===== src/rtl/core/sparse_graph_conv_gradient_core_macros.svh =====
// Assertion macros shared by the sparse graph convolution gradient core.
// Depends on nothing; included by files that carry concurrent assertions.
// The macros expand to nothing when SYNTHESIS is defined.
`ifndef SPARSE_GRAPH_CONV_GRADIENT_CORE_MACROS_SVH
`define SPARSE_GRAPH_CONV_GRADIENT_CORE_MACROS_SVH
`ifndef SYNTHESIS
// Same-cycle implication, checked at every rising edge out of reset.
`define SGCG_ASSERT_IMP(label, clk, rst, lhs, rhs, msg) \
  label: assert property (@(posedge clk) disable iff (rst) (lhs) |-> (rhs)) else $error(msg);
// Next-cycle implication, checked at every rising edge out of reset.
`define SGCG_ASSERT_NXT(label, clk, rst, lhs, rhs, msg) \
  label: assert property (@(posedge clk) disable iff (rst) (lhs) |=> (rhs)) else $error(msg);
`else
`define SGCG_ASSERT_IMP(label, clk, rst, lhs, rhs, msg)
`define SGCG_ASSERT_NXT(label, clk, rst, lhs, rhs, msg)
`endif
`endif


===== src/rtl/core/sgcg_pkg.sv =====
// Shared types, codes and arithmetic helpers of the sparse graph gradient core.
// Depends on nothing; imported by the interfaces, front, back and top level of the core.
package sgcg_pkg;

  // Field widths of one command word.
  localparam int FUNC_W  = 3;
  localparam int BATCH_W = 2;
  localparam int NODE_W  = 6;
  localparam int LAYER_W = 2;
  localparam int FEAT_W  = 4;
  localparam int EDGE_W  = 10;
  localparam int VAL_W   = 16;
  localparam int ACC_W   = 64;

  // Store depths and address widths.
  localparam int VADDR_W = BATCH_W + NODE_W + FEAT_W;
  localparam int WADDR_W = LAYER_W + FEAT_W + FEAT_W;
  localparam int VDEPTH  = 1 << VADDR_W;
  localparam int WDEPTH  = 1 << WADDR_W;
  localparam int EDEPTH  = 1 << EDGE_W;

  // Limits of the in-use counts.
  localparam logic [10:0] MAX_EDGES        = 11'd1024;
  localparam logic [4:0]  MAX_IN_FEATURES  = 5'd16;
  localparam logic [4:0]  MAX_OUT_FEATURES = 5'd16;
  localparam logic [6:0]  MAX_NODES        = 7'd64;
  localparam logic [2:0]  MAX_LAYERS       = 3'd4;
  localparam logic [2:0]  MAX_BATCH        = 3'd4;

  // Command queue between front and back.
  localparam int QDEPTH = 2;
  localparam int QPTR_W = 1;
  localparam int QCNT_W = 2;

  // Command codes.
  localparam logic [FUNC_W-1:0] FN_VTX_LD = 3'd0;
  localparam logic [FUNC_W-1:0] FN_WGT_LD = 3'd1;
  localparam logic [FUNC_W-1:0] FN_UG_LD  = 3'd2;
  localparam logic [FUNC_W-1:0] FN_EDG_LD = 3'd3;
  localparam logic [FUNC_W-1:0] FN_COMP   = 3'd4;
  localparam logic [FUNC_W-1:0] FN_EG_RD  = 3'd5;
  localparam logic [FUNC_W-1:0] FN_VG_RD  = 3'd6;
  localparam logic [FUNC_W-1:0] FN_WG_RD  = 3'd7;

  // Configuration register indexes.
  localparam int CFG_IDX_W = 3;
  localparam int CFG_DAT_W = 11;
  localparam logic [CFG_IDX_W-1:0] CFG_EDGE_COUNT  = 3'd0;
  localparam logic [CFG_IDX_W-1:0] CFG_IN_FEAT     = 3'd1;
  localparam logic [CFG_IDX_W-1:0] CFG_OUT_FEAT    = 3'd2;
  localparam logic [CFG_IDX_W-1:0] CFG_NODE_COUNT  = 3'd3;
  localparam logic [CFG_IDX_W-1:0] CFG_LAYER_COUNT = 3'd4;
  localparam logic [CFG_IDX_W-1:0] CFG_BATCH_COUNT = 3'd5;

  // One command as it travels through the queue.
  typedef struct packed {
    logic [FUNC_W-1:0]       func;
    logic [BATCH_W-1:0]      batch;
    logic [NODE_W-1:0]       node;
    logic [NODE_W-1:0]       src_node;
    logic [LAYER_W-1:0]      layer;
    logic [FEAT_W-1:0]       feat_in;
    logic [FEAT_W-1:0]       feat_out;
    logic [EDGE_W-1:0]       edge_req;
    logic signed [VAL_W-1:0] value;
  } cmd_t;

  // One edge table entry.
  typedef struct packed {
    logic [BATCH_W-1:0]      batch;
    logic [NODE_W-1:0]       tgt;
    logic [LAYER_W-1:0]      layer;
    logic [NODE_W-1:0]       src;
    logic signed [VAL_W-1:0] value;
  } edge_t;

  // One gradient store entry: sticky saturation flag and value.
  typedef struct packed {
    logic                    sat;
    logic signed [ACC_W-1:0] val;
  } acc_t;

  // In-use counts, already clamped to their limits.
  typedef struct packed {
    logic [10:0] ne;
    logic [4:0]  nfi;
    logic [4:0]  nfo;
    logic [6:0]  nn;
    logic [2:0]  nl;
    logic [2:0]  nb;
  } cfg_t;

  // Status of the back end seen by the top level.
  typedef struct packed {
    logic computing;
    logic clearing;
  } back_status_t;

  // Saturating accumulate with a sticky flag.
  function automatic acc_t sat_add(acc_t a, logic signed [ACC_W-1:0] x);
    acc_t                    r;
    logic signed [ACC_W-1:0] sum;
    sum = a.val + x;
    r = a;
    if ((a.val[ACC_W-1] == x[ACC_W-1]) && (sum[ACC_W-1] != a.val[ACC_W-1])) begin
      r.sat = 1'b1;
      r.val = x[ACC_W-1] ? {1'b1, {(ACC_W-1){1'b0}}} : {1'b0, {(ACC_W-1){1'b1}}};
    end else begin
      r.val = sum;
    end
    return r;
  endfunction

endpackage


===== src/rtl/core/sgcg_if.sv =====
// Channel interfaces of the sparse graph gradient core: command and result.
// Depends on sgcg_pkg for the field widths.
interface sgcg_req_if;
  import sgcg_pkg::*;
  logic                    valid;
  logic                    ready;
  logic [FUNC_W-1:0]       func;
  logic [BATCH_W-1:0]      batch;
  logic [NODE_W-1:0]       node;
  logic [NODE_W-1:0]       src_node;
  logic [LAYER_W-1:0]      layer;
  logic [FEAT_W-1:0]       feat_in;
  logic [FEAT_W-1:0]       feat_out;
  logic [EDGE_W-1:0]       edge_req;
  logic signed [VAL_W-1:0] value;
  modport source(output valid, func, batch, node, src_node, layer, feat_in, feat_out,
                 edge_req, value, input ready);
  modport sink(input valid, func, batch, node, src_node, layer, feat_in, feat_out,
               edge_req, value, output ready);
endinterface



===== src/rtl/core/sgcg_front.sv =====
// Front end: takes command words and holds them in a short queue for the back end.
// Depends on sgcg_pkg and the sgcg_req_if interface.
module sgcg_front (
  input  logic                  clk,
  input  logic                  rst,
  sgcg_req_if.sink              req,
  output sgcg_pkg::cmd_t        head,
  output logic                  head_valid,
  input  logic                  pop,
  output logic [sgcg_pkg::QCNT_W-1:0] count
);
  import sgcg_pkg::*;

  cmd_t              slots [QDEPTH];
  logic [QPTR_W-1:0] wr_ptr;
  logic [QPTR_W-1:0] rd_ptr;
  logic              push;
  logic              do_pop;

  assign req.ready  = (count != QCNT_W'(QDEPTH));
  assign push       = req.valid && req.ready;
  assign head_valid = (count != '0);
  assign do_pop     = pop && head_valid;
  assign head       = slots[rd_ptr];

  // Payload slots; no reset needed.
  always_ff @(posedge clk) begin
    if (push) begin
      slots[wr_ptr] <= '{func: req.func, batch: req.batch, node: req.node,
                         src_node: req.src_node, layer: req.layer,
                         feat_in: req.feat_in, feat_out: req.feat_out,
                         edge_req: req.edge_req, value: req.value};
    end
  end

  // Queue pointers and fill count.
  always_ff @(posedge clk) begin
    if (rst) begin
      wr_ptr <= '0;
      rd_ptr <= '0;
      count  <= '0;
    end else begin
      if (push) wr_ptr <= wr_ptr + 1'b1;
      if (do_pop) rd_ptr <= rd_ptr + 1'b1;
      if (push && !do_pop) count <= count + 1'b1;
      else if (!push && do_pop) count <= count - 1'b1;
    end
  end
endmodule


===== src/flat_wrapper.sv =====
// flat-port wrapper written by rule: the top's interface ports become plain ports
module sgcg_front_flat import sgcg_pkg::*;
  (clk, rst, head, head_valid, pop, count, req_valid, req_func, req_batch, req_node, req_src_node, req_layer, req_feat_in, req_feat_out, req_edge_req, req_value, req_ready);
  sgcg_req_if req_i ();
  input  logic clk;
  input  logic rst;
  output sgcg_pkg::cmd_t head;
  output logic head_valid;
  input  logic pop;
  output logic [sgcg_pkg::QCNT_W-1:0] count;
  input wire logic [$bits(req_i.valid)-1:0] req_valid;
  input wire logic [$bits(req_i.func)-1:0] req_func;
  input wire logic [$bits(req_i.batch)-1:0] req_batch;
  input wire logic [$bits(req_i.node)-1:0] req_node;
  input wire logic [$bits(req_i.src_node)-1:0] req_src_node;
  input wire logic [$bits(req_i.layer)-1:0] req_layer;
  input wire logic [$bits(req_i.feat_in)-1:0] req_feat_in;
  input wire logic [$bits(req_i.feat_out)-1:0] req_feat_out;
  input wire logic [$bits(req_i.edge_req)-1:0] req_edge_req;
  input wire logic [$bits(req_i.value)-1:0] req_value;
  output wire logic [$bits(req_i.ready)-1:0] req_ready;
  assign req_i.valid = req_valid;
  assign req_i.func = req_func;
  assign req_i.batch = req_batch;
  assign req_i.node = req_node;
  assign req_i.src_node = req_src_node;
  assign req_i.layer = req_layer;
  assign req_i.feat_in = req_feat_in;
  assign req_i.feat_out = req_feat_out;
  assign req_i.edge_req = req_edge_req;
  assign req_i.value = req_value;
  assign req_ready = req_i.ready;
  sgcg_front u_core (.clk(clk), .rst(rst), .req(req_i), .head(head), .head_valid(head_valid), .pop(pop), .count(count));
endmodule

===== config.mk =====
export PLATFORM = sky130hd
export DESIGN_NAME = sgcg_front_flat
export DESIGN_NICKNAME = d
export VERILOG_FILES = /design/src/rtl/core/sparse_graph_conv_gradient_core_macros.svh /design/src/rtl/core/sgcg_pkg.sv /design/src/rtl/core/sgcg_if.sv /design/src/rtl/core/sgcg_front.sv /design/src/flat_wrapper.sv
export SDC_FILE = /design/constraint.sdc
export NUM_CORES = 1
export LEC_CHECK = 0
export BUFFER_PORTS_ARGS = -buffer_cell sky130_fd_sc_hd__buf_2
export CORE_ASPECT_RATIO = 0.5
export CORE_MARGIN = 5
export CORE_UTILIZATION = 51
export DETAILED_ROUTE_END_ITERATION = 10
export GPL_TIMING_DRIVEN = 0
export HOLD_SLACK_MARGIN = 0.05
export PLACE_DENSITY = 0.78
export SLEW_MARGIN = 20
export SYNTH_ARGS = -nofsm -noshare
export SYNTH_HDL_FRONTEND = slang
export SYNTH_SLANG_ARGS = --single-unit
export TNS_END_PERCENT = 100

===== constraint.sdc =====
create_clock -name clk -period 2.8 [get_ports clk]
set_input_delay 0.28 -clock clk [delete_from_list [all_inputs] [get_ports clk]]
set_output_delay 0.28 -clock clk [all_outputs]
set_load 0.03 [all_outputs]

Word-level counts from Yosys, hierarchy flattened
Memories as Yosys holds them, arrays and structs flattened. A register that Yosys moved wholly into a read port is not among the register bits. Index checks and enable logic that the tools add are counted.

Reductions and logical operators: 8. Add/sub/neg operators: 4. Multiplexer cells: 6. Equality and inequality tests: 1.

Operators by type and width (count): $logic_and 1x1->1 (4); $mux 1 (4); $mux 2 (2); $reduce_bool 2->1 (2); $add 1x1->1 const B (2); $add 2x1->2 const B (1); $logic_not 1->1 (2); $ne 2x2->1 const B (1); $sub 2x1->2 const B (1).

Output and inout port bits: 57. Register bits: 4. Logic and storage cells: 23. Memories: 1. Memory bits (writable): 106. Bits of input ports: 57.

Memories: u_core.slots (words 2, bits a word 53, read ports 1, clocked after memory_dff 1, write ports 1, RTL line sgcg_front.sv:14) `cmd_t slots [QDEPTH];`.

Logic depth before layout (Yosys ltp)
Gate-level depths: netlist (run 1).

Depth in word-level cells: 6. Mapped depth: 6. Gate-level depth less buffers: 6.

Worst setup path after synthesis (run 1)
No wires, ideal clock.

Path kind: register -> register. From: register u_core.count[0] (netlist name). To: memory u_core.slots[1][0] (netlist name) (enable). Cell stages (with the launch flop): 3. Required time: 2.384 ns. Period minus slack after synthesis: 2.768 ns. Setup time: 0.416 ns. Data arrival time: 2.351 ns. Setup slack: 0.032 ns. Path buffers: 0. Cells stage by stage: dfxtp_1 -> nand2b_1 -> and3_1.

Longest elaborated chain between the ends: 4.

Ends and longest elaborated chain: from (decl) (RTL line sgcg_front.sv:10) `output logic [sgcg_pkg::QCNT_W-1:0] count`; from (signal assigned) (RTL line sgcg_front.sv:45) `if (push && !do_pop) count <= count + 1'b1;`; from (signal assigned) (RTL line sgcg_front.sv:46) `else if (!push && do_pop) count <= count - 1'b1;`; $ne 2x2->1 (RTL line sgcg_front.sv:20) `assign req.ready = (count != QCNT_W'(QDEPTH));`; via req_ready (RTL line flat_wrapper.sv:21) `output wire logic [$bits(req_i.ready)-1:0] req_ready;`; $logic_and 1x1->1 (RTL line sgcg_front.sv:21) `assign push = req.valid && req.ready;`; $mux 1 (RTL line sgcg_front.sv:28) `if (push) begin`; $mux 1 (implied by the code) (RTL line sgcg_front.sv:29) `slots[wr_ptr] <= '{func: req.func, batch: req.batch, node: req.node,`; to (decl) (RTL line sgcg_front.sv:14).

The timed path passes the listed nets, and every way through them passes these cells.

==> impl_summary.txt, run 1 <==
----------------------------------------------------
[Drt]
  # DRC ... 0
  WL/cell ... 16.5 um
  Initial DRT Pass Iterations ... 4
  Average via count per standard cell ... 4.92
  Vias after detailed routing ... 2099
  Number of DRC markers in iteration 0 ... 134
  Antenna Nets Post-Route ... 0
  Routed wire length ... approximately 7000 um

[GRT]
  Global Route met1 Usage ... 0.161
  Wire length of the first global-routing pass ... 11100 um
  Number of global-route vias before repair ... 2264
  Antenna violations before repair ... 0
  Global routing's busiest layer ... met2
  GRT overflow ... 0
  Global-route met2 utilization ... 0.286
  Largest net degree at the start of global routing ... 54
  GR Util All Layers ... 0.149
  Global routing usage on met3 ... 0.0510

[Yosys]
  Largest area contributor in the netlist ... sky130_fd_sc_hd__edfxtp_1
  Mapped Cells ... 189
  Unique masters post-synth ... 18
  Post-Synthesis Net Count ... 247
  Main area contributors after synthesis ... sky130_fd_sc_hd__edfxtp_1 79%, sky130_fd_sc_hd__mux2_2 15%, sky130_fd_sc_hd__dfxtp_1 2.5%, sky130_fd_sc_hd__buf_4 0.74%, sky130_fd_sc_hd__xor2_1 0.65%
  Total number of yosys warnings ... 0
  Synthesized area ... 0.00404 sq mm
  Average size of a mapped cell ... about 21 sq um
  Number of register bits inferred by synthesis ... 111
  Sequential-to-total area share from yosys stat ... 0.812
  Yosys top cell area share ... 0.787

[Floorplanning]
  Ports placed on the boundary ... around 110
  Core area ... 0.00751 sq mm
  Die Footprint ... 0.00992 sq mm
  Initial core utilization ... 0.538
  Die W ... 136 um
  Die height ... between 70 and 80 um
  Std-Cell Rows ... 22

[Place]
  Post-detailed-placement half-perimeter wirelength ... 5040 um
  RePlAce Congestion ... just under 0.7
  Placed Instances ... 411
  Placement-stage worst setup slack ... 0.966 ns
  IO Port Bufs ... 113

[Setup path]
  Crit path DAT ... 1.67 ns
  Critical path required time ... 2.52 ns
  Maximum fanout count along the critical path ... 10
  CP Capture Type ... output port
  Critical path launch point type ... flop
  WS Path Type ... reg -> out
  Origin of the critical flop-to-flop path ... u_core.count[0]

[Power and ir drop]
  Sw Share ... 0.327
  Comb pwr share ... 0.313
  Total power density per cell area ... 974 mW/mm^2
  Flop pwr share ... 0.432
  Leakage power of the design ... between 1.5 and 2 nW
  Worst vdd rail ir drop ... 0.561 mV
  Cell internal power dissipation ... about 3.3 mW
  Switching component of the power ... 1.61 mW
  Proportion of power drawn by the clock network ... 0.255
  Total Power Consumption ... 4.94 mW

[Clock tree]
  CTS H-tree depth ... 3
  Clock Pin Slew Worst Setup and Hold Paths ... 0.07 ns
  Clock root buffer ... sky130_fd_sc_hd__clkbuf_16
  Clock sink count ... 111
  Total clock buffers created by CTS ... 9
  Post-CTS Hold Fix Bufs ... 0
  Setup Fix Bufs, Post-CTS ... 0
  Clk buf depth ... 2
  TritonCTS clock tree ... done
  Worst-skew pair later-pin latency ... 0.33 ns
  Post-cts repair resize count ... 0

[Timing]
  Final setup skew ... around 0.0075 ns
  Final sum of negative setup slack ... 0 ns
  Worst max-slew margin expressed relative to the limit ... 0.507
  RSZ-0062 raised after global routing ... false
  Period utilisation layout ... 0.696
  Final hold violations ... 0
  Setup Viol. Count Final ... 0
  Min Clock Period, post-route ... just under 2 ns
  Max Slew Vio Count ... 0
  F_max ... 0.513 GHz
  Fin worst setup slack ... 0.852 ns
  Slew at the pin closest to its max-slew limit ... 0.740 ns

[Flow run]
  Max Cap Violations ... 0

[Cells and area]
  Count of fill cells added during filler insertion ... 511
  Final Instance Count excl. Fillers ... 427
  Number of nets in the layout ... roughly 370
  Fraction of layout cells with a size suffix above 1 ... 0.605
  Area added between synthesis and finish ... 25.4%
  ANT cells ... 0
  Final core utilization ... 0.675

[Worst hold path]
  Worst hold-check path type ... in -> reg
  Startpoint of the most critical hold path ... req_node[2]

[Status]
  Outcome ... finished, final reports clean

----------------------------------------------------
[area by class of cell]
type / instances / area (sq um) / area share
plain buffers: 6 / 40.0 / 0.00790
clock buffers: 9 / 225 / 0.0444
clock inverters: 7 / 77.6 / 0.0153
inverters: 1 / 3.75 / 0.000740
multi-input cells: 71 / 721 / 0.142
flip-flops and latches: 111 / 3280 / 0.647
well taps: 108 / 135 / 0.0266
repair buffers: 114 / 586 / 0.115
[cells in the mapped netlist]
library cell	count
sky130_fd_sc_hd__a21bo_2	1
sky130_fd_sc_hd__a21oi_1	2
sky130_fd_sc_hd__and2_1	1
sky130_fd_sc_hd__and3_1	1
sky130_fd_sc_hd__buf_2	2
sky130_fd_sc_hd__buf_4	4
sky130_fd_sc_hd__dfxtp_1	5
sky130_fd_sc_hd__edfxtp_1	106
sky130_fd_sc_hd__ha_1	1
sky130_fd_sc_hd__inv_1	1
sky130_fd_sc_hd__mux2_2	53
sky130_fd_sc_hd__nand2b_1	1
sky130_fd_sc_hd__nand3b_1	1
sky130_fd_sc_hd__nor2_1	3
sky130_fd_sc_hd__o21ai_0	2
sky130_fd_sc_hd__or2_2	1
sky130_fd_sc_hd__or3_1	1
sky130_fd_sc_hd__xor2_1	3
[path summary, 6_finish.rpt]
check / slack (ns) / depth (start not counted) / to
max: 0.85 / 4 / head[45]
min: 0.13 / 1 / u_core.slots[0][44]
max reg2reg: 0.98 / 4 / u_core.slots[0][2]
min reg2reg: 0.53 / 2 / flop
[critical path, stage by stage, from the launching register on]
cell and delay, ns:
sky130_fd_sc_hd__dfxtp_1 0.31, sky130_fd_sc_hd__buf_2 0.20, sky130_fd_sc_hd__buf_2 0.28, sky130_fd_sc_hd__mux2_2 0.37, sky130_fd_sc_hd__buf_2 0.18
[power groups by stage]
stage                     logic (mW)  clock network [mW]  registers (mW)
after floorplan                 1.11                   0            2.18
after global placement          1.51                   0            2.17
after detailed placement        1.57                   0            2.17
after CTS                       1.58                1.29            2.14
after global routing            1.65                1.36            2.15
final                           1.54                1.26            2.13
[metal layers]
metal / vias up / share of wire
met5: - / 0
met4: 0 / 0.0038
met3: 2 / 0.047
met2: 55 / 0.57
met1: 1047 / 0.38
li1: 995 / -
[cells by family after synthesis]
| group | count (synthesis) | synth area share |
|---|---|---|
| xor+xnor | 3 | 0.00650 |
| mux | 53 | 0.148 |
| simple gates | 9 | 0.0124 |
| compound gates | 5 | 0.00743 |
| buf+inv | 7 | 0.0108 |
| fa+ha+maj | 1 | 0.00309 |
| flops | 111 | 0.812 |
[sequential cells by signal (all words and copies together) (netlist names), named ones only]
signal         cells
u_core.rd_ptr      1
u_core.slots     106
u_core.count       2
u_core.wr_ptr      1
[cells in the final DEF (no fill, tap or decap), types with 3 or more instances in the layout]
| cell type | Yosys | layout |
|---|---|---|
| sky130_fd_sc_hd__edfxtp_1 | 106 | 106 |
| sky130_fd_sc_hd__mux2_2 | 53 | 53 |
| sky130_fd_sc_hd__dfxtp_1 | 5 | 5 |
| sky130_fd_sc_hd__clkbuf_16 | 0 | 9 |
| sky130_fd_sc_hd__inv_6 | 0 | 3 |
| sky130_fd_sc_hd__nor2_1 | 3 | 3 |
| sky130_fd_sc_hd__xor2_1 | 3 | 3 |
| sky130_fd_sc_hd__buf_4 | 4 | 4 |
| sky130_fd_sc_hd__buf_2 | 2 | 115 |
[per-stage QoR]
stage	hold slack (ns)	area [sq um]
floorplan	0.349	4040
global placement	0.467	4740
detailed placement	0.472	4770
CTS	0.116	5070
global route	0.109	5070
finish	0.132	5070
(Power assumes the default switching activity.)
==> inputs of run 2 (changes only) <==
- clock period: 2.8 -> 2 ns (I/O delays scaled with it)
==> run 2 against run 1 <==
Wire length grew 16%. Cell count increased by 11%. Sequential power increased by 41%. Design area rose by 9.8%. Non-clock buffer count up 48. Critical endpoint is now head[44]. Largest power group unchanged.
==> impl_summary.txt, run 2 (same netlist as run 1, synthesis figures left out) <==
----------------------------------------------------
[Clock tree]
  Clk buf depth ... 2 (unchanged)
  Clock Pin Slew Worst Setup and Hold Paths ... 0.07 ns (about the same)
  Worst-skew pair later-pin latency ... 0.34 ns (about the same)
  Setup Fix Bufs, Post-CTS ... 0 (unchanged)
  CTS H-tree depth ... 3 (unchanged)
  Total clock buffers created by CTS ... 9 (unchanged)
  Clock root buffer ... sky130_fd_sc_hd__clkbuf_16
  Clock sink count ... 111 (unchanged)
  TritonCTS clock tree ... done

[Setup path]
  CP Capture Type ... output port
  Critical path launch point type ... flop
  WS Path Type ... reg -> out
  Maximum fanout count along the critical path ... 10 (unchanged)
  Critical path required time ... 1.80 ns (-0.72 ns)
  Longest individual stage delay on the worst path ... 0.36 ns (about the same)
  Library cell contributing the largest single delay on the critical path ... sky130_fd_sc_hd__mux2_2
  Crit path DAT ... 1.67 ns (about the same)
  Crit-path most repeated cell ... sky130_fd_sc_hd__buf_2
  CP cell instances ... buf_2 -> clkbuf_4 -> mux2_2 -> buf_2

[Power and ir drop]
  Proportion of power drawn by the clock network ... 0.255 (about the same)
  Worst vdd rail ir drop ... 1.15 mV (+100%)
  Comb pwr share ... 0.319 (+0.006)
  Flop pwr share ... 0.426 (-0.006)
  Switching component of the power ... 2.33 mW (+44%)
  Sw Share ... 0.330 (+0.00349)
  Cell internal power dissipation ... 4.72 mW (+42%)
  Leakage power of the design ... 2.11 nW (+9.9%)
  Total power density per cell area ... 1270 mW/mm^2 (+30%)
  Total Power Consumption ... 7.05 mW (+43%)

[GRT]
  Antenna violations before repair ... 0 (unchanged)
  Number of global-route vias before repair ... 2594 (+15%)
  Largest net degree at the start of global routing ... 54 (unchanged)
  Wire length of the first global-routing pass ... 12900 um (+17%)
  GR Util All Layers ... 0.174 (+0.0255)
  GRT overflow ... 0 (unchanged)

[Timing]
  Worst max-slew margin expressed relative to the limit ... 0.496 (-0.0109)
  Slew at the pin closest to its max-slew limit ... 0.756 ns (+0.0164 ns)
  Fin worst setup slack ... 0.129 ns (-0.723 ns)
  Setup Viol. Count Final ... 0 (unchanged)
  Max Slew Vio Count ... 0 (unchanged)
  Final hold violations ... 0 (unchanged)
  Min Clock Period, post-route ... 1.87 ns
  RSZ-0062 raised after global routing ... false
  Final setup skew ... 0.00814 ns (+0.000600 ns)
  Period utilisation layout ... 0.935
  F_max ... 0.535 GHz
  Final sum of negative setup slack ... 0 ns (unchanged)

[Cells and area]
  Most common library cell in the layout ignoring fill and taps ... sky130_fd_sc_hd__buf_2
  Top register by number of flip-flops ... u_core.slots
  Largest registers ... u_core.slots (106), u_core.count (2)
  Fraction of layout cells with a size suffix above 1 ... 0.533 (-0.0724)
  Area added between synthesis and finish ... 37.7%
  Max FFs per register ... 106 (unchanged)
  Final Instance Count excl. Fillers ... 476 (+11%)
  Number of nets in the layout ... 421 (+13%)
  Commonest non-fill, non-tap cells in the layout ... 114 x sky130_fd_sc_hd__buf_2, 106 x sky130_fd_sc_hd__edfxtp_1, 53 x sky130_fd_sc_hd__mux2_2
  Final core utilization ... 0.741 (+0.0661)
  ANT cells ... 0 (unchanged)

[Floorplanning]
  Ports placed on the boundary ... 114 (unchanged)
  Die height ... 73.0 um (unchanged)
  Initial core utilization ... 0.538 (unchanged)
  Core area ... 0.00751 sq mm (unchanged)
  Std-Cell Rows ... 22 (unchanged)
  Die W ... 136 um (unchanged)
  Die Footprint ... 0.00992 sq mm (unchanged)

[Drt]
  # DRC ... 0 (unchanged)
  Initial DRT Pass Iterations ... 4 (unchanged)
  Average via count per standard cell ... 4.84 (-1.6%)
  WL/cell ... 17.2 um (+4.0%)
  Number of DRC markers in iteration 0 ... 113 (-16%)
  Antenna Nets Post-Route ... 0 (unchanged)
  Vias after detailed routing ... 2302 (+9.7%)
  Routed wire length ... 8170 um (+16%)

[Place]
  Placed Instances ... 410 (-0.24%)
  IO Port Bufs ... 113 (unchanged)
  Placement-stage worst setup slack ... -0.243 ns (-1.21 ns)
  RePlAce Congestion ... 0.704 (+2.9%)
  Post-detailed-placement half-perimeter wirelength ... 4850 um (-3.7%)

[Worst hold path]
  Worst hold-check path type ... in -> reg

[Flow run]
  Max Cap Violations ... 0 (unchanged)

[Status]
  Outcome ... finished, final reports clean

----------------------------------------------------
[run 2: cell types whose count changed in the layout (fill, tap and decap cells not counted), moves of 2 or more]
cell                            before  now
sky130_fd_sc_hd__dlygate4sd3_1       0   49
sky130_fd_sc_hd__dfxtp_2             0    2
sky130_fd_sc_hd__dfxtp_1             5    3
sky130_fd_sc_hd__clkinvlp_4          1    4
[run 2: cell type report]
cell class	instances	area, sq um
Buffer	6	42.5
Clock inverter	7	80.1
Timing Repair inverter	1	7.51
Sequential cell	111	3290
Multi-Input combinational cell	71	728
Tap cell	108	135
Clock buffer	9	225
Timing Repair Buffer	162	1060
Fill cell	448	1950
Inverter	1	7.51
[run 2: through the flow]
step / hold WS, ns / cell area (sq um)
after global placement: 0.388 / 4760
after CTS: 0.0515 / 5560
after global routing: 0.0512 / 5570
after floorplan: 0.262 / 4060
final: 0.0609 / 5570
after detailed placement: 0.391 / 4760
[run 2: repair_timing]
item	CTS	global route
setup endpoints to repair	53	2
resized for setup	1	1
hold buffers	48	1
cloned	1	0
hold endpoints to repair	96	2
[run 2: per-layer routing]
| layer | track usage | vias up | routed length (um) |
|---|---|---|---|
| met4 | 0.0570 | 0 | 108 |
| met3 | 0.0427 | 13 | 292 |
| li1 | - | 1092 | - |
| met2 | 0.346 | 59 | 4670 |
| met1 | 0.183 | 1138 | 3100 |
| met5 | 0 | - | 0 |
[run 2: worst max-delay path: cells and delay by family, from the launching register on]
family / cells / cell delay (ns)
DFF: 1 / 0.31
buffers and inverters: 3 / 0.64
muxes: 1 / 0.36
[run 2: path summary, 6_finish.rpt]
| kind | startpoint | to | slack [ns] | cells after the start |
|---|---|---|---|---|
| worst max-delay path | flop | head[44] | 0.13 | 4 |
| worst min-delay path | req_feat_in[0] | u_core.slots[1][30] | 0.06 | 1 |
| worst max register to register | u_core.count[0] | u_core.slots[0][26] | 0.18 | 3 |
| worst min register to register | u_core.rd_ptr | flop | 0.52 | 2 |
[run 2: power by group through the flow]
stage	logic (mW)	clock network (mW)	registers, mW
finish	2.25	1.80	3.01
global route	2.39	1.92	3.04
CTS	2.27	1.82	3.00
detailed placement	2.17	0	3.06
global placement	2.13	0	3.04
floorplan	1.57	0	3.06
